`src/rtl/sfcs_pkg.sv`:
```
// ============================================================================
// SPI flash command sequencer package
// Shared transfer types, request codes, flash opcodes and configuration
// defaults.
// ============================================================================
package sfcs_pkg;

    localparam int unsigned PageBytesDef   = 256;
    localparam int unsigned BlockBytesDef  = 65536;
    localparam int unsigned AddressBitsDef = 24;
    localparam int unsigned MaxResults     = 8;
    localparam int unsigned ResCountBits   = 4;

    localparam logic [2:0] KIND_READ_ID   = 3'd0;
    localparam logic [2:0] KIND_READ      = 3'd1;
    localparam logic [2:0] KIND_WRITE     = 3'd2;
    localparam logic [2:0] KIND_BLK_ERASE = 3'd3;
    localparam logic [2:0] KIND_CHP_ERASE = 3'd4;
    localparam logic [2:0] KIND_UNLOCK    = 3'd5;
    localparam logic [2:0] KIND_WR_BYTE   = 3'd6;
    localparam logic [2:0] KIND_REPLY     = 3'd7;

    localparam logic [7:0] OP_WREN = 8'h06;
    localparam logic [7:0] OP_PROG = 8'h02;
    localparam logic [7:0] OP_READ = 8'h03;
    localparam logic [7:0] OP_RDSR = 8'h05;
    localparam logic [7:0] OP_CE   = 8'hC7;
    localparam logic [7:0] OP_BE   = 8'hD8;
    localparam logic [7:0] OP_RDID = 8'h90;
    localparam logic [7:0] OP_RES  = 8'hAB;
    localparam logic [7:0] OP_WRSR = 8'h01;
    localparam logic [7:0] DUMMY   = 8'hFF;
    localparam logic [7:0] ZERO_B  = 8'h00;

    localparam logic [3:0] PH_IDLE   = 4'd0;
    localparam logic [3:0] PH_ID_HI  = 4'd1;
    localparam logic [3:0] PH_ID_LO  = 4'd2;
    localparam logic [3:0] PH_READ   = 4'd3;
    localparam logic [3:0] PH_WDATA  = 4'd4;
    localparam logic [3:0] PH_POLL   = 4'd5;
    localparam logic [3:0] PH_UNLOCK = 4'd6;

    typedef struct packed {
        logic [2:0]  kind;
        logic [23:0] address;
        logic [15:0] length;
        logic [7:0]  block_index;
        logic [7:0]  write_byte;
        logic [7:0]  reply_byte;
    } t_in_item;

    typedef struct packed {
        logic [7:0]  tx_byte;
        logic        tx_valid;
        logic        frame_end;
        logic        reply_wanted;
        logic [7:0]  read_data;
        logic        read_valid;
        logic [15:0] flash_id;
        logic        id_valid;
        logic        op_done;
        logic        protocol_error;
        logic        last;
    } t_out_item;

    function automatic t_out_item f_bus(logic [7:0] b, logic fe, logic rw);
        t_out_item r;
        r = '0;
        r.tx_byte      = b;
        r.tx_valid     = 1'b1;
        r.frame_end    = fe;
        r.reply_wanted = rw;
        return r;
    endfunction

endpackage

```
`src/rtl/sfcs_step.sv`:
```
// ============================================================================
// Sequencer step logic
// Works out, from the registered input transfer and the sequencer state, the
// burst of result transfers and the next state.
// ============================================================================
module sfcs_step #(
    parameter int unsigned PAGE_BYTES   = sfcs_pkg::PageBytesDef,
    parameter int unsigned BLOCK_BYTES  = sfcs_pkg::BlockBytesDef,
    parameter int unsigned ADDRESS_BITS = sfcs_pkg::AddressBitsDef
) (
    input  sfcs_pkg::t_in_item               i_item,
    input  logic [3:0]                       i_phase,
    input  logic [2:0]                       i_req,
    input  logic [ADDRESS_BITS-1:0]          i_addr,
    input  logic [15:0]                      i_left,
    input  logic [$clog2(PAGE_BYTES):0]      i_chunk,
    input  logic [7:0]                       i_id_hi,
    output logic [3:0]                       o_phase,
    output logic [2:0]                       o_req,
    output logic [ADDRESS_BITS-1:0]          o_addr,
    output logic [15:0]                      o_left,
    output logic [$clog2(PAGE_BYTES):0]      o_chunk,
    output logic [7:0]                       o_id_hi,
    output sfcs_pkg::t_out_item              o_res [sfcs_pkg::MaxResults],
    output logic [sfcs_pkg::ResCountBits-1:0] o_count
);
    localparam int unsigned PgBits = $clog2(PAGE_BYTES);
    localparam int unsigned BlkBits = $clog2(BLOCK_BYTES);
    localparam int unsigned CkW = PgBits + 1;
    localparam int unsigned ResCountBits = sfcs_pkg::ResCountBits;

    logic [23:0]       a24;
    logic [23:0]       blk_addr;
    logic [CkW-1:0]    chunk_new;
    logic [ADDRESS_BITS-1:0] addr_in;
    logic [ADDRESS_BITS-1:0] addr_inc;
    logic [15:0]       left_dec;
    logic [CkW-1:0]    chunk_dec;
    logic              ok;
    logic [23:0]       blk_wide;

    always_comb begin
        addr_in  = i_item.address[ADDRESS_BITS-1:0];
        addr_inc = i_addr + 1'b1;
        left_dec = (i_left != 16'd0) ? i_left - 16'd1 : i_left;
        chunk_dec = (i_chunk != '0) ? i_chunk - 1'b1 : i_chunk;
        blk_wide = 24'(i_item.block_index) << BlkBits;
        blk_addr = 24'(blk_wide[ADDRESS_BITS-1:0]);
    end

    // Chunk size for a chunk starting at address a with count n left.
    function automatic logic [CkW-1:0] f_chunk(logic [ADDRESS_BITS-1:0] a,
                                               logic [15:0] n);
        logic [CkW-1:0] rm;
        rm = CkW'(PAGE_BYTES) - CkW'(a[PgBits-1:0]);
        if (32'(n) < 32'(rm)) return CkW'(n);
        return rm;
    endfunction

    always_comb begin
        o_phase = i_phase;
        o_req   = i_req;
        o_addr  = i_addr;
        o_left  = i_left;
        o_chunk = i_chunk;
        o_id_hi = i_id_hi;
        for (int k = 0; k < sfcs_pkg::MaxResults; k++) o_res[k] = '0;
        o_count = '0;
        ok = 1'b1;
        a24 = 24'(i_addr);
        chunk_new = '0;
        if (i_phase == sfcs_pkg::PH_IDLE && i_item.kind <= sfcs_pkg::KIND_UNLOCK) begin
            o_req = i_item.kind;
            case (i_item.kind)
                sfcs_pkg::KIND_READ_ID: begin
                    o_res[0] = sfcs_pkg::f_bus(sfcs_pkg::OP_RDID, 1'b0, 1'b0);
                    o_res[1] = sfcs_pkg::f_bus(sfcs_pkg::ZERO_B, 1'b0, 1'b0);
                    o_res[2] = sfcs_pkg::f_bus(sfcs_pkg::ZERO_B, 1'b0, 1'b0);
                    o_res[3] = sfcs_pkg::f_bus(sfcs_pkg::ZERO_B, 1'b0, 1'b0);
                    o_res[4] = sfcs_pkg::f_bus(sfcs_pkg::DUMMY, 1'b0, 1'b1);
                    o_count = 4'd5;
                    o_phase = sfcs_pkg::PH_ID_HI;
                end
                sfcs_pkg::KIND_READ: begin
                    o_addr = addr_in;
                    o_left = i_item.length;
                    a24 = 24'(addr_in);
                    o_res[0] = sfcs_pkg::f_bus(sfcs_pkg::OP_READ, 1'b0, 1'b0);
                    o_res[1] = sfcs_pkg::f_bus(a24[23:16], 1'b0, 1'b0);
                    o_res[2] = sfcs_pkg::f_bus(a24[15:8], 1'b0, 1'b0);
                    if (i_item.length == 16'd0) begin
                        o_res[3] = sfcs_pkg::f_bus(a24[7:0], 1'b1, 1'b0);
                        o_res[3].op_done = 1'b1;
                        o_count = 4'd4;
                        o_phase = sfcs_pkg::PH_IDLE;
                    end else begin
                        o_res[3] = sfcs_pkg::f_bus(a24[7:0], 1'b0, 1'b0);
                        o_res[4] = sfcs_pkg::f_bus(sfcs_pkg::DUMMY,
                                                   i_item.length == 16'd1, 1'b1);
                        o_count = 4'd5;
                        o_phase = sfcs_pkg::PH_READ;
                    end
                end
                sfcs_pkg::KIND_WRITE: begin
                    o_addr = addr_in;
                    o_left = i_item.length;
                    a24 = 24'(addr_in);
                    if (i_item.length == 16'd0) begin
                        o_res[0].op_done = 1'b1;
                        o_count = 4'd1;
                        o_phase = sfcs_pkg::PH_IDLE;
                    end else begin
                        o_chunk = f_chunk(addr_in, i_item.length);
                        o_res[0] = sfcs_pkg::f_bus(sfcs_pkg::OP_WREN, 1'b1, 1'b0);
                        o_res[1] = sfcs_pkg::f_bus(sfcs_pkg::OP_PROG, 1'b0, 1'b0);
                        o_res[2] = sfcs_pkg::f_bus(a24[23:16], 1'b0, 1'b0);
                        o_res[3] = sfcs_pkg::f_bus(a24[15:8], 1'b0, 1'b0);
                        o_res[4] = sfcs_pkg::f_bus(a24[7:0], 1'b0, 1'b0);
                        o_count = 4'd5;
                        o_phase = sfcs_pkg::PH_WDATA;
                    end
                end
                sfcs_pkg::KIND_BLK_ERASE: begin
                    o_res[0] = sfcs_pkg::f_bus(sfcs_pkg::OP_WREN, 1'b1, 1'b0);
                    o_res[1] = sfcs_pkg::f_bus(sfcs_pkg::OP_BE, 1'b0, 1'b0);
                    o_res[2] = sfcs_pkg::f_bus(blk_addr[23:16], 1'b0, 1'b0);
                    o_res[3] = sfcs_pkg::f_bus(blk_addr[15:8], 1'b0, 1'b0);
                    o_res[4] = sfcs_pkg::f_bus(blk_addr[7:0], 1'b1, 1'b0);
                    o_res[5] = sfcs_pkg::f_bus(sfcs_pkg::OP_RDSR, 1'b0, 1'b0);
                    o_res[6] = sfcs_pkg::f_bus(sfcs_pkg::DUMMY, 1'b0, 1'b1);
                    o_count = 4'd7;
                    o_phase = sfcs_pkg::PH_POLL;
                end
                sfcs_pkg::KIND_CHP_ERASE: begin
                    o_res[0] = sfcs_pkg::f_bus(sfcs_pkg::OP_WREN, 1'b1, 1'b0);
                    o_res[1] = sfcs_pkg::f_bus(sfcs_pkg::OP_CE, 1'b1, 1'b0);
                    o_res[2] = sfcs_pkg::f_bus(sfcs_pkg::OP_RDSR, 1'b0, 1'b0);
                    o_res[3] = sfcs_pkg::f_bus(sfcs_pkg::DUMMY, 1'b0, 1'b1);
                    o_count = 4'd4;
                    o_phase = sfcs_pkg::PH_POLL;
                end
                default: begin
                    o_res[0] = sfcs_pkg::f_bus(sfcs_pkg::OP_RES, 1'b0, 1'b0);
                    o_res[1] = sfcs_pkg::f_bus(sfcs_pkg::ZERO_B, 1'b0, 1'b0);
                    o_res[2] = sfcs_pkg::f_bus(sfcs_pkg::ZERO_B, 1'b0, 1'b0);
                    o_res[3] = sfcs_pkg::f_bus(sfcs_pkg::ZERO_B, 1'b0, 1'b0);
                    o_res[4] = sfcs_pkg::f_bus(sfcs_pkg::DUMMY, 1'b1, 1'b1);
                    o_count = 4'd5;
                    o_phase = sfcs_pkg::PH_UNLOCK;
                end
            endcase
        end else if (i_phase == sfcs_pkg::PH_WDATA &&
                     i_item.kind == sfcs_pkg::KIND_WR_BYTE) begin
            o_res[0] = sfcs_pkg::f_bus(i_item.write_byte, i_chunk <= CkW'(1), 1'b0);
            o_chunk = chunk_dec;
            o_left = left_dec;
            o_addr = addr_inc;
            o_count = 4'd1;
            if (chunk_dec == '0) begin
                o_res[1] = sfcs_pkg::f_bus(sfcs_pkg::OP_RDSR, 1'b0, 1'b0);
                o_res[2] = sfcs_pkg::f_bus(sfcs_pkg::DUMMY, 1'b0, 1'b1);
                o_count = 4'd3;
                o_phase = sfcs_pkg::PH_POLL;
            end
        end else if (i_item.kind == sfcs_pkg::KIND_REPLY &&
                     i_phase != sfcs_pkg::PH_IDLE && i_phase != sfcs_pkg::PH_WDATA) begin
            case (i_phase)
                sfcs_pkg::PH_ID_HI: begin
                    o_id_hi = i_item.reply_byte;
                    o_res[0] = sfcs_pkg::f_bus(sfcs_pkg::DUMMY, 1'b1, 1'b1);
                    o_count = 4'd1;
                    o_phase = sfcs_pkg::PH_ID_LO;
                end
                sfcs_pkg::PH_ID_LO: begin
                    o_res[0].flash_id = {i_id_hi, i_item.reply_byte};
                    o_res[0].id_valid = 1'b1;
                    o_res[0].op_done = 1'b1;
                    o_count = 4'd1;
                    o_phase = sfcs_pkg::PH_IDLE;
                end
                sfcs_pkg::PH_READ: begin
                    o_left = left_dec;
                    o_addr = addr_inc;
                    if (left_dec != 16'd0) begin
                        o_res[0] = sfcs_pkg::f_bus(sfcs_pkg::DUMMY,
                                                   left_dec == 16'd1, 1'b1);
                    end else begin
                        o_res[0].op_done = 1'b1;
                        o_phase = sfcs_pkg::PH_IDLE;
                    end
                    o_res[0].read_data = i_item.reply_byte;
                    o_res[0].read_valid = 1'b1;
                    o_count = 4'd1;
                end
                sfcs_pkg::PH_POLL: begin
                    if (i_item.reply_byte[0]) begin
                        o_res[0] = sfcs_pkg::f_bus(sfcs_pkg::DUMMY, 1'b0, 1'b1);
                        o_count = 4'd1;
                    end else begin
                        o_res[0].frame_end = 1'b1;
                        if (i_req == sfcs_pkg::KIND_WRITE && i_left != 16'd0) begin
                            chunk_new = f_chunk(i_addr, i_left);
                            o_chunk = chunk_new;
                            o_res[1] = sfcs_pkg::f_bus(sfcs_pkg::OP_WREN, 1'b1, 1'b0);
                            o_res[2] = sfcs_pkg::f_bus(sfcs_pkg::OP_PROG, 1'b0, 1'b0);
                            o_res[3] = sfcs_pkg::f_bus(a24[23:16], 1'b0, 1'b0);
                            o_res[4] = sfcs_pkg::f_bus(a24[15:8], 1'b0, 1'b0);
                            o_res[5] = sfcs_pkg::f_bus(a24[7:0], 1'b0, 1'b0);
                            o_count = 4'd6;
                            o_phase = sfcs_pkg::PH_WDATA;
                        end else begin
                            o_res[0].op_done = 1'b1;
                            o_count = 4'd1;
                            o_phase = sfcs_pkg::PH_IDLE;
                        end
                    end
                end
                sfcs_pkg::PH_UNLOCK: begin
                    o_res[0] = sfcs_pkg::f_bus(sfcs_pkg::OP_WREN, 1'b1, 1'b0);
                    o_res[1] = sfcs_pkg::f_bus(sfcs_pkg::OP_WRSR, 1'b0, 1'b0);
                    o_res[2] = sfcs_pkg::f_bus(sfcs_pkg::ZERO_B, 1'b1, 1'b0);
                    o_res[2].flash_id = {8'd0, i_item.reply_byte};
                    o_res[2].id_valid = 1'b1;
                    o_res[2].op_done = 1'b1;
                    o_count = 4'd3;
                    o_phase = sfcs_pkg::PH_IDLE;
                end
                default: begin
                    ok = 1'b0;
                end
            endcase
        end else begin
            ok = 1'b0;
        end
        if (!ok) begin
            o_phase = i_phase;
            o_req   = i_req;
            o_addr  = i_addr;
            o_left  = i_left;
            o_chunk = i_chunk;
            o_id_hi = i_id_hi;
            for (int k = 0; k < sfcs_pkg::MaxResults; k++) o_res[k] = '0;
            o_res[0].protocol_error = 1'b1;
            o_count = 4'd1;
        end
        for (int k = 0; k < sfcs_pkg::MaxResults; k++) begin
            if (ResCountBits'(k + 1) == o_count) o_res[k].last = 1'b1;
        end
    end

endmodule

```
`src/rtl/spi_flash_command_sequencer.sv`:
```
// ============================================================================
// SPI flash command sequencer
// Turns flash requests into serial NOR flash byte frames, one result
// transfer per bus byte, with write chunking and busy polling.
// ============================================================================
// An accepted input waits in the input register and is expanded into the
// result buffer once that buffer has drained. Each input yields one to
// seven results, one per cycle while the output is ready; inputs with a
// single result flow back to back at one per cycle. The next input waits
// in the input register while a burst drains. Reset (synchronous, active
// low) returns the sequencer to idle and empties the result buffer.
module spi_flash_command_sequencer #(
    parameter int unsigned PAGE_BYTES   = sfcs_pkg::PageBytesDef,
    parameter int unsigned BLOCK_BYTES  = sfcs_pkg::BlockBytesDef,
    parameter int unsigned ADDRESS_BITS = sfcs_pkg::AddressBitsDef
) (
    input  logic                i_clk,
    input  logic                i_rst_n,
    input  logic                i_valid,
    output logic                o_ready,
    input  sfcs_pkg::t_in_item  i_item,
    output logic                o_valid,
    input  logic                i_ready,
    output sfcs_pkg::t_out_item o_item
);
    localparam int unsigned CkW = $clog2(PAGE_BYTES) + 1;
    localparam int unsigned Cw  = sfcs_pkg::ResCountBits;

    // Sequencer state.
    logic [3:0]              r_phase, n_phase;
    logic [2:0]              r_req, n_req;
    logic [ADDRESS_BITS-1:0] r_addr, n_addr;
    logic [15:0]             r_left, n_left;
    logic [CkW-1:0]          r_chunk, n_chunk;
    logic [7:0]              r_id_hi, n_id_hi;

    // Input register: an accepted transfer is held here until the result
    // buffer drains, and is then expanded into the result buffer.
    logic                    r_in_vld;
    sfcs_pkg::t_in_item      r_in;

    // Result buffer: one input's burst, one result per cycle while i_ready.
    sfcs_pkg::t_out_item     r_buf [sfcs_pkg::MaxResults];
    sfcs_pkg::t_out_item     n_buf [sfcs_pkg::MaxResults];
    logic [Cw-1:0]           r_cnt, n_cnt;
    logic [Cw-1:0]           r_pos;

    logic                    out_fire;
    logic                    drained;

    sfcs_step #(
        .PAGE_BYTES  (PAGE_BYTES),
        .BLOCK_BYTES (BLOCK_BYTES),
        .ADDRESS_BITS(ADDRESS_BITS)
    ) u_step (
        .i_item (r_in),
        .i_phase(r_phase),
        .i_req  (r_req),
        .i_addr (r_addr),
        .i_left (r_left),
        .i_chunk(r_chunk),
        .i_id_hi(r_id_hi),
        .o_phase(n_phase),
        .o_req  (n_req),
        .o_addr (n_addr),
        .o_left (n_left),
        .o_chunk(n_chunk),
        .o_id_hi(n_id_hi),
        .o_res  (n_buf),
        .o_count(n_cnt)
    );

    assign o_valid  = (r_cnt != '0);
    assign o_item   = r_buf[r_pos[2:0]];
    assign out_fire = o_valid && i_ready;
    // The buffer is free once it is empty or its final result leaves now.
    assign drained  = (r_cnt == '0) || (out_fire && (r_pos + 1'b1 == r_cnt));
    // An input may enter while the previous burst still drains, as long as
    // the input register will be free when the buffer frees.
    assign o_ready  = !r_in_vld || drained;

    always_ff @(posedge i_clk) begin
        if (!i_rst_n) begin
            r_phase  <= sfcs_pkg::PH_IDLE;
            r_req    <= '0;
            r_addr   <= '0;
            r_left   <= '0;
            r_chunk  <= '0;
            r_id_hi  <= '0;
            r_in_vld <= 1'b0;
            r_cnt    <= '0;
            r_pos    <= '0;
        end else begin
            if (drained) begin
                if (r_in_vld) begin
                    r_phase <= n_phase;
                    r_req   <= n_req;
                    r_addr  <= n_addr;
                    r_left  <= n_left;
                    r_chunk <= n_chunk;
                    r_id_hi <= n_id_hi;
                    r_buf   <= n_buf;
                    r_cnt   <= n_cnt;
                end else begin
                    r_cnt <= '0;
                end
                r_pos <= '0;
            end else if (out_fire) begin
                r_pos <= r_pos + 1'b1;
            end
            if (i_valid && o_ready) begin
                r_in_vld <= 1'b1;
                r_in     <= i_item;
            end else if (drained) begin
                r_in_vld <= 1'b0;
            end
        end
    end

    // A result is never offered beyond the end of its burst.
    a_pos_in_range: assert property (@(posedge i_clk) disable iff (!i_rst_n)
        o_valid |-> (r_pos < r_cnt))
        else $error("result position beyond burst");

    // Only the final result of a burst carries the last marker.
    a_last_marks_end: assert property (@(posedge i_clk) disable iff (!i_rst_n)
        o_valid |-> (o_item.last == (r_pos + 1'b1 == r_cnt)))
        else $error("last marker misplaced");

    // A protocol error never moves the sequencer out of its phase.
    a_err_keeps_phase: assert property (@(posedge i_clk) disable iff (!i_rst_n)
        (drained && r_in_vld && n_buf[0].protocol_error) |=> (r_phase == $past(r_phase)))
        else $error("phase changed on protocol error");

endmodule
```
`config.mk`:
```
export PLATFORM = sky130hd
export DESIGN_NAME = spi_flash_command_sequencer
export DESIGN_NICKNAME = d
export VERILOG_FILES = /design/src/rtl/sfcs_pkg.sv /design/src/rtl/sfcs_step.sv /design/src/rtl/spi_flash_command_sequencer.sv
export SDC_FILE = /design/constraint.sdc
export NUM_CORES = 1
export LEC_CHECK = 0
export BUFFER_PORTS_ARGS = -buffer_cell sky130_fd_sc_hd__buf_4
export CAP_MARGIN = 20
export CORE_AREA = 2 2 263 265
export CTS_BUF_LIST = sky130_fd_sc_hd__clkbuf_8
export CTS_CLUSTER_SIZE = 16
export DETAILED_ROUTE_END_ITERATION = 16
export DIE_AREA = 0 0 265 267
export PLACE_DENSITY = 0.62
export SYNTH_ARGS = -nofsm -noshare
export SYNTH_HDL_FRONTEND = slang
export SYNTH_HIERARCHICAL = 1
export SYNTH_SLANG_ARGS = --single-unit
```
`constraint.sdc`:
```
create_clock -name i_clk -period 19.1 [get_ports i_clk]
set_input_delay 0.955 -clock i_clk [delete_from_list [all_inputs] [get_ports i_clk]]
set_output_delay 0.955 -clock i_clk [all_outputs]
set_load 0.05 [all_outputs]
```
---- Word level (Yosys, flattened, before mapping) ----
Cells that the tools add are included.
cells by class
  eq/ne operators ......................... 32
  magnitude comparators ................... 5
  $add $sub $neg .......................... 6
  muxes and demuxes ....................... 95
  reductions and logical operators ........ 41
  bitwise gates (word level) .............. 4
operators by type and width
  cell                                                                    count
  160-bit one-hot mux with 5 select lines                                 1
  240-bit 2-to-1 mux                                                      2
  120-bit 2-to-1 mux                                                      3
  281-bit 2-to-1 mux                                                      1
  200-bit 2-to-1 mux                                                      1
  40-bit one-hot mux with 5 select lines                                  1
  195-bit 2-to-1 mux                                                      1
  40-bit 2-to-1 mux                                                       4
  80-bit one-hot mux with 2 select lines                                  1
  154-bit 2-to-1 mux                                                      1
  75-bit 2-to-1 mux                                                       2
  9-bit 2-to-1 mux                                                        14
  40-bit binary-select mux with 3-bit select                              1
  24-bit 2-to-1 mux                                                       5
  16-bit 2-to-1 mux                                                       6
  20-bit one-hot mux with 4 select lines                                  1
  18-bit one-hot mux with 3 select lines                                  1
  4-bit one-hot mux with 4 select lines                                   3
  4-bit 2-to-1 mux                                                        11
  37-bit 2-to-1 mux                                                       1
  16-bit by 1-bit equality test with 1-bit output, second input constant  2
  16-bit by 9-bit < comparator with 1-bit output                          2
  32-bit 2-to-1 mux                                                       1
  16-bit nonzero test                                                     2
  54 further kinds                                                        115
storage, ports and cells
  flip-flop bits (word level) ............. 460

---- Depth between registers and ports, before layout ----
Gate-level depths: netlist of run 1.
  depth after elaboration ................. 16
  depth in mapped cells ................... 16

---- Hierarchy ----
Netlist of run 1, hierarchy kept.
by module, submodules not included
  module                       instances  seq. area each (um2)  cells an instance  area an instance (um2)
  spi_flash_command_sequencer  1          13,082.5              855                16,965.0
  sfcs_step                    1          0.0                   1,034              6,551.3

---- Worst setup path before layout of run 1 ----
OpenSTA, ideal clock, no wires.
  path kind ............................... input-to-reg
  start ................................... input port i_rst_n
  end ..................................... register r_buf[0] in the netlist's numbering, enable pin
  path slack .............................. 9.343 ns
  required time ........................... 18.378 ns
  arrival ................................. 9.034 ns
  buffers on the path ..................... 3
  stages on the path ...................... 4
  cell sequence ........................... clkbuf_1 -> clkbuf_1 -> clkbuf_1 -> and2_1
on the way
  cells in the longest elaborated chain, start to end .. 1
ends and longest elaborated chain
  element                        RTL line                            RTL
  start: declaration             spi_flash_command_sequencer.sv:18   input logic i_rst_n,
  3-bit AND reduction (no line)  -
  end signal: assignment         spi_flash_command_sequencer.sv:102  r_buf <= n_buf;
  end: declaration               spi_flash_command_sequencer.sv:43   sfcs_pkg::t_out_item r_buf [sfcs_pkg::MaxResults];
Every way passes these cells.
A chain may end at the register's enable or synchronous reset.

---- Final worst setup path of run 1 ----
  start ................................... register r_pos[0]
  end ..................................... register r_buf[60] in the netlist's numbering, enable pin
on the way
  cells in the longest elaborated chain, start to end .. 5
ends and longest elaborated chain
  element                                 RTL line                            RTL
  start: declaration                      spi_flash_command_sequencer.sv:46   logic [Cw-1:0] r_pos;
  start signal: assignment                spi_flash_command_sequencer.sv:109  r_pos <= r_pos + 1'b1;
  4-bit by 1-bit adder with 4-bit output  spi_flash_command_sequencer.sv:77   assign drained = (r_cnt == '0) || (out_fire && (r_pos + 1'b1 == r_cnt));
  4-bit equality test                     spi_flash_command_sequencer.sv:77
  1-bit logical AND                       spi_flash_command_sequencer.sv:77
  1-bit logical OR                        spi_flash_command_sequencer.sv:77
  3-bit AND reduction (no line)           -
Every way passes these cells.

==> results of run 1 <==
-- cells by family (layout without fill, tap and decap cells) --
| logic type | after synthesis | in the layout | share of synthesized area [%] |
|---|---|---|---|
| compound gates | 289 | 289 | 8.51 |
| xor+xnor | 29 | 29 | 1.14 |
| fa+ha+maj | 23 | 23 | 1.22 |
| buf+inv | 358 | 307 | 9.56 |
| flops | 460 | 460 | 55.6 |
| mux | 205 | 205 | 13.3 |
| other cells | 1 | 204 | 0.0159 |
| simple gates | 524 | 524 | 10.7 |
-- per-stage QoR --
step                std cells  cell area [µm²]  setup slack (ps)
floorplan                2091            24300              9340
finish                   2923            25900             14370
global route             2922            25900             13970
global placement         2777            24300             14340
CTS                      2921            25900             14230
detailed placement       2777            24300             14250
-- sequential cells by signal (all words and copies together), names as in the netlist, 4 cells and up --
signal,count
r_addr,24
r_buf,320
r_chunk,9
r_cnt,4
r_id_hi,8
r_in,67
r_left,16
r_phase,4
r_pos,4
-- worst max-delay path, stage by stage (launching register included) --
cell	delay, ps
dfxtp_4	890
ha_1	390
xor2_1	180
nor3_2	320
a32o_4	680
and2_4	950
buf_4	840
-- cell type report --
type	instances	area, µm²	area share (%)
flip-flops and latches	460	13100	50.6
clock buffers	85	1170	4.52
clock inverters	59	370	1.43
well taps	882	1100	4.27
diodes	1	2.50	0.00967
multi-input cells	1273	8990	34.8
inverters	28	105	0.406
repair buffers	135	1030	3.98
-- Yosys cell counts, types with 10 or more instances --
library cell,instances
a21oi_1,74
xor2_1,13
mux4_2,80
buf_2,21
nand2_1,200
xnor2_1,15
mux2i_1,72
a21o_1,10
buf_4,224
a221o_1,14
mux2_2,53
o22ai_1,11
a31oi_1,12
and2_1,21
inv_1,27
edfxtp_1,387
nor3_1,38
a211oi_1,14
and3_1,32
nand3_1,27
nor4_1,13
o21ai_0,50
nor2_1,118
dfxtp_1,73
o211ai_1,10
nand4_1,11
ha_1,23
clkbuf_1,76
-- power groups by stage --
stage	logic (mW)	clock network, mW	registers (mW)
2_1_floorplan	0.542	0	1.28
3_3_place_gp	0.665	0	1.29
3_5_place_dp	0.674	0	1.30
4_1_cts	0.677	0.896	1.28
5_1_grt	0.738	0.938	1.29
6_report	0.682	0.867	1.28
-- routing by layer --
layer	GRT usage, %	up-vias	share of wire, %
li1	-	6855	-
met1	20.6	7310	42
met2	26.4	553	48
met3	2.95	125	6.5
met4	6.95	0	3.4
met5	0	-	0
-- how the worst max path moves through the flow --
stage,to,depth (start not counted),startpoint
6_report,r_buf[60],6,r_pos[0]
5_1_grt,r_buf[140],6,r_pos[0]
4_1_cts,r_buf[140],6,r_pos[0]
3_5_place_dp,r_buf[100],6,r_pos[0]
3_3_place_gp,r_buf[100],6,r_pos[0]
2_1_floorplan,r_buf[0],4,i_rst_n
==> impl_metrics.py, run 1 <==
metrics = {
    "synth": {
        "syn_inst": 1889,
        "synth_top_area_share_pct": 49.4,
        "synth.top_cells.by_area": "edfxtp_1 49%, mux4_2 7.7%, buf_4 7.2%",
        "synthesis.area_mm2": 0.0235,
        "synth-edff-count": 387,
        "yosysUniqueCellTypes": 90,
        "syn_avg_cell_area_um2": 12.4,
        "ys_warn_count": 6,
        "ys_async_sr_fraction_pct": 0,
        "yosysTopAreaCell": "edfxtp_1",
        "synthFlopType": "edfxtp_1",
        "ys_seq_elements": 460,
        "ys_seq_area_share_pct": 55.6,
    },
    "critical_path": {
        "r2r_start": "r_pos[0]",
        "endpoint_kind": "flop",
        "reg2reg_depth": 6,
        "r2r-end": "r_buf[60]",
        "arrival_ps": 4990,
        "ff2ff_setup_slack_ps": 14370,
        "critPathRequiredTime_ps": 19360,
        "cp-start-kind": "flop",
        "crit_type": "reg2reg",
        "cp_max_fo": 80,
    },
    "drt": {
        "route.detailed.drc": 0,
        "vias_per_cell": 5.08,
        "via_count": 14800,
        "dr.pass1.iters": 7,
        "drt_iter0_drc": 1274,
        "wl_um": 56900,
        "drtAntennaViolNets": 0,
        "wire_per_inst_um": 19.5,
    },
    "pwr": {
        "p_total_mw": 2.83,
        "p_switching_mw": 0.913,
        "p_int_mw": 1.91,
        "power_frac_comb_pct": 24.1,
        "swShare_pct": 32.3,
        "clkPwrFrac_pct": 30.7,
        "p_leak_nw": 9.20,
        "ir_drop_mv": 0.0445,
        "powerDensity_mw_per_mm2": 109,
        "seqPwrFrac_pct": 45.2,
    },
    "die": {
        "start_util_pct": 34.6,
        "die-width_um": 265,
        "die_area_mm2": 0.0708,
        "coreArea_mm2": 0.0680,
        "placementRows": 96,
        "ios": 113,
        "fp.dieH_um": 267,
    },
    "cts": {
        "post-cts-setup-buffer-count": 0,
        "post_cts_resized": 0,
        "cts_tree": "yes",
        "cts_hold_buf": 0,
        "cts-htree-levels": 3,
        "cts.sinks": 460,
        "cts_buffers": 80,
        "insertion_delay_ps": 680,
        "clock-root-buffer": "clkbuf_8",
        "clkTransAtPathRegs_ps": 60,
        "clk_path_buf_depth": 3,
    },
    "worst_hold_path": {
        "hold_depth": 1,
        "hold_class": "in2reg",
        "worstHoldStart": "i_item[29]",
        "hold_end": "r_in[29]",
    },
    "run_status": {
        "status": "complete, no violations",
    },
    "sta": {
        "worst_slew_pin_slew_ps": 1130,
        "rsz0062_at_grt": "false",
        "slew_headroom_pct": 24.2,
        "slew_viol_final": 0,
        "whs_ps": 461,
        "max_freq_mhz": 211,
        "min_period_over_period_pct": 24.8,
        "hold_viol": 0,
        "fin_tns_setup_ps": 0,
        "setup_viol": 0,
        "skew_ps": 52.8,
        "period_minus_slack_ps": 4730,
    },
    "place": {
        "port_buffers": 112,
        "gp_congestion": 0.900,
        "dp_hpwl_um": 38500,
    },
    "job": {
        "cap_violations": 0,
    },
    "layout": {
        "finish.net_count": 2072,
        "layout_commonest_cell": "edfxtp_1",
        "syn_to_final_growth_pct": 9.99,
        "layout_common_cells": "387 x edfxtp_1, 203 x conb_1, 200 x nand2_1, 133 x buf_4, 117 x nor2_1",
        "drive_gt1_share_pct": 20.2,
        "fill_cells": 6526,
        "fin_util_pct": 38.0,
    },
    "grt": {
        "antenna_found_initial": 0,
        "grt_pass1_vias": 14800,
        "grt_max_degree": 169,
        "grt_overflow": 0,
        "grt_pass1_wl_um": 87000,
        "track_usage_pct": 16.0,
    },
}
(Power assumes the default switching activity.)
==> run 2: changes to the inputs <==
--- a/config.mk
+++ b/config.mk
@@ -12,7 +12,7 @@
 export CTS_CLUSTER_SIZE = 16
 export DETAILED_ROUTE_END_ITERATION = 16
 export DIE_AREA = 0 0 265 267
-export PLACE_DENSITY = 0.62
+export PLACE_DENSITY = 0.64
 export SYNTH_ARGS = -nofsm -noshare
 export SYNTH_HDL_FRONTEND = slang
 export SYNTH_HIERARCHICAL = 1
==> constraint.sdc (replaced) <==
create_clock -name i_clk -period 4.2 [get_ports i_clk]
set_input_delay 0.21 -clock i_clk [delete_from_list [all_inputs] [get_ports i_clk]]
set_output_delay 0.21 -clock i_clk [all_outputs]
set_load 0.05 [all_outputs]
==> run 2 against run 1 <==
Critical endpoint is now r_chunk[1]. Die area unchanged. Maximum frequency increased by 27%. Setup slack got worse by 14000 ps. Clock skew increased by 4.3 ps. Cell area increased by 3.9%. Hold slack got worse by 340 ps. First-iteration DRC count increased by 0.47%. Largest power group unchanged.
==> impl_metrics.py, run 2 (synthesis results as in run 1) <==
metrics = {
    "layout": {
        "finalNonFillerCells": 3028,
        "finish.net_count": 2174,
        "layout_common_cells": "387 x edfxtp_1, 203 x conb_1, 200 x nand2_1, 162 x buf_4, 118 x nor2_1",
        "fin_area_mm2": 0.0269,
        "reg_top3": "r_buf (320), r_in (67), r_addr (24)",
        "layout_commonest_cell": "edfxtp_1",
        "drive_gt1_share_pct": 20.6,
        "n_antenna_cell": 0,
        "syn_to_final_growth_pct": 14.3,
        "largest_reg_flops": 320,
        "regMostFlops": "r_buf",
        "fin_util_pct": 39.5,
    },
    "grt": {
        "grt_max_degree": 89,
        "grt_overflow": 0,
        "track_usage_pct": 16.4,
        "antenna_found_initial": 0,
        "grt_pass1_wl_um": 88700,
        "grt_pass1_vias": 15000,
    },
    "sta": {
        "setup_viol": 0,
        "fin_ws_ps": 465,
        "hold_viol": 0,
        "slew_viol_final": 0,
        "fin_tns_setup_ps": 0,
        "slew_headroom_pct": 29.6,
        "skew_ps": 57.0,
        "whs_ps": 121,
        "period_minus_slack_ps": 3740,
        "worst_slew_pin_slew_ps": 1060,
        "max_freq_mhz": 268,
        "min_period_over_period_pct": 88.9,
        "rsz0062_at_grt": "false",
    },
    "place": {
        "gp_congestion": 0.898,
        "port_buffers": 112,
        "placedCellCount": 2810,
        "dp_hpwl_um": 39600,
        "pre_cts_ws_ps": 610,
        "place_area_mm2": 0.0246,
    },
    "job": {
        "cap_violations": 0,
    },
    "pwr": {
        "ir_drop_mv": 0.227,
        "powerDensity_mw_per_mm2": 484,
        "p_leak_nw": 9.69,
        "p_total_mw": 13.0,
    },
    "drt": {
        "wl_um": 58100,
        "dr.pass1.iters": 6,
        "vias_per_cell": 5.02,
        "drt_iter0_drc": 1280,
        "wire_per_inst_um": 19.2,
        "via_count": 15200,
        "drtAntennaViolNets": 0,
        "route.detailed.drc": 0,
    },
    "die": {
        "start_util_pct": 34.6,
        "ios": 113,
        "fp.dieH_um": 267,
        "placementRows": 96,
        "die_area_mm2": 0.0708,
        "die-width_um": 265,
        "coreArea_mm2": 0.0680,
    },
    "cts": {
        "cts_hold_buf": 70,
        "insertion_delay_ps": 680,
        "clk_path_buf_depth": 3,
        "clkTransAtPathRegs_ps": 60,
        "cts_tree": "yes",
        "post_cts_resized": 0,
        "cts-htree-levels": 3,
        "cts.sinks": 460,
        "post-cts-setup-buffer-count": 0,
        "cts_buffers": 80,
        "clock-root-buffer": "clkbuf_8",
    },
    "critical_path": {
        "endpoint_kind": "flop",
        "crit_type": "reg2reg",
        "cp-start-kind": "flop",
        "critPathRequiredTime_ps": 4700,
        "arrival_ps": 4230,
        "cp_max_fo": 9,
    },
    "run_status": {
        "status": "complete, no violations",
    },
    "worst_hold_path": {
        "hold_class": "in2reg",
    },
}
-- run 2: cell count changes in the layout (fill, tap and decap cells not counted), sizes merged --
| cell | change |
|---|---|
| dlygate4sd3 | +70 |
| inv | +5 |
| buf | +32 |
| clkinv | +1 |
| diode | -1 |
| clkbuf | -3 |
| bufinv | +1 |
-- run 2: worst max-delay path, cell delays in order (launching register included) --
cell      delay, ps
edfxtp_1        520
inv_1           180
ha_1            200
inv_1            70
or3_1           320
xnor2_1         270
ha_1            300
and3_1          170
a311oi_1        350
a21o_1          320
nand2_1          90
o21ai_0         470
a221oi_2        110
nand2_1          90
mux2i_1          90
-- run 2: power by group --
| part | internal [mW] | switching [mW] | leakage [nW] | total [mW] |
|---|---|---|---|---|
| combinational | 1.27 | 2.02 | 4.63 | 3.29 |
| sequential | 5.48 | 0.302 | 4.16 | 5.78 |
| clock | 2.09 | 1.85 | 0.900 | 3.94 |
| total | 8.84 | 4.17 | 9.69 | 13.0 |
-- run 2: final timing paths --
check / slack (ps) / endpoint / cells past startpoint / startpoint
setup reg to reg: 460 / r_chunk[1] / 14 / r_in[40]
setup / recovery: 460 / r_chunk[1] / 14 / r_in[40]
hold reg to reg: 480 / r_id_hi[0] / 2 / r_id_hi[0]
hold / removal: 120 / r_id_hi[7] / 3 / i_rst_n
-- run 2: cell type report --
class	instances	area, µm²
Clock inverter	66	424
Multi-Input combinational cell	1273	9000
Timing Repair Buffer	237	2020
Clock buffer	82	1130
Sequential cell	460	13100
Tap cell	882	1100
Inverter	28	105
Fill cell	6451	41100
-- run 2: metal layers --
metal / up-vias / wire (µm) / track usage [%]
met2: 567 / 27800 / 26.7
met1: 7487 / 24600 / 21.7
met4: 0 / 1420 / 5.42
met5: - / 0 / 0
li1: 7059 / - / -
met3: 100 / 4350 / 3.58
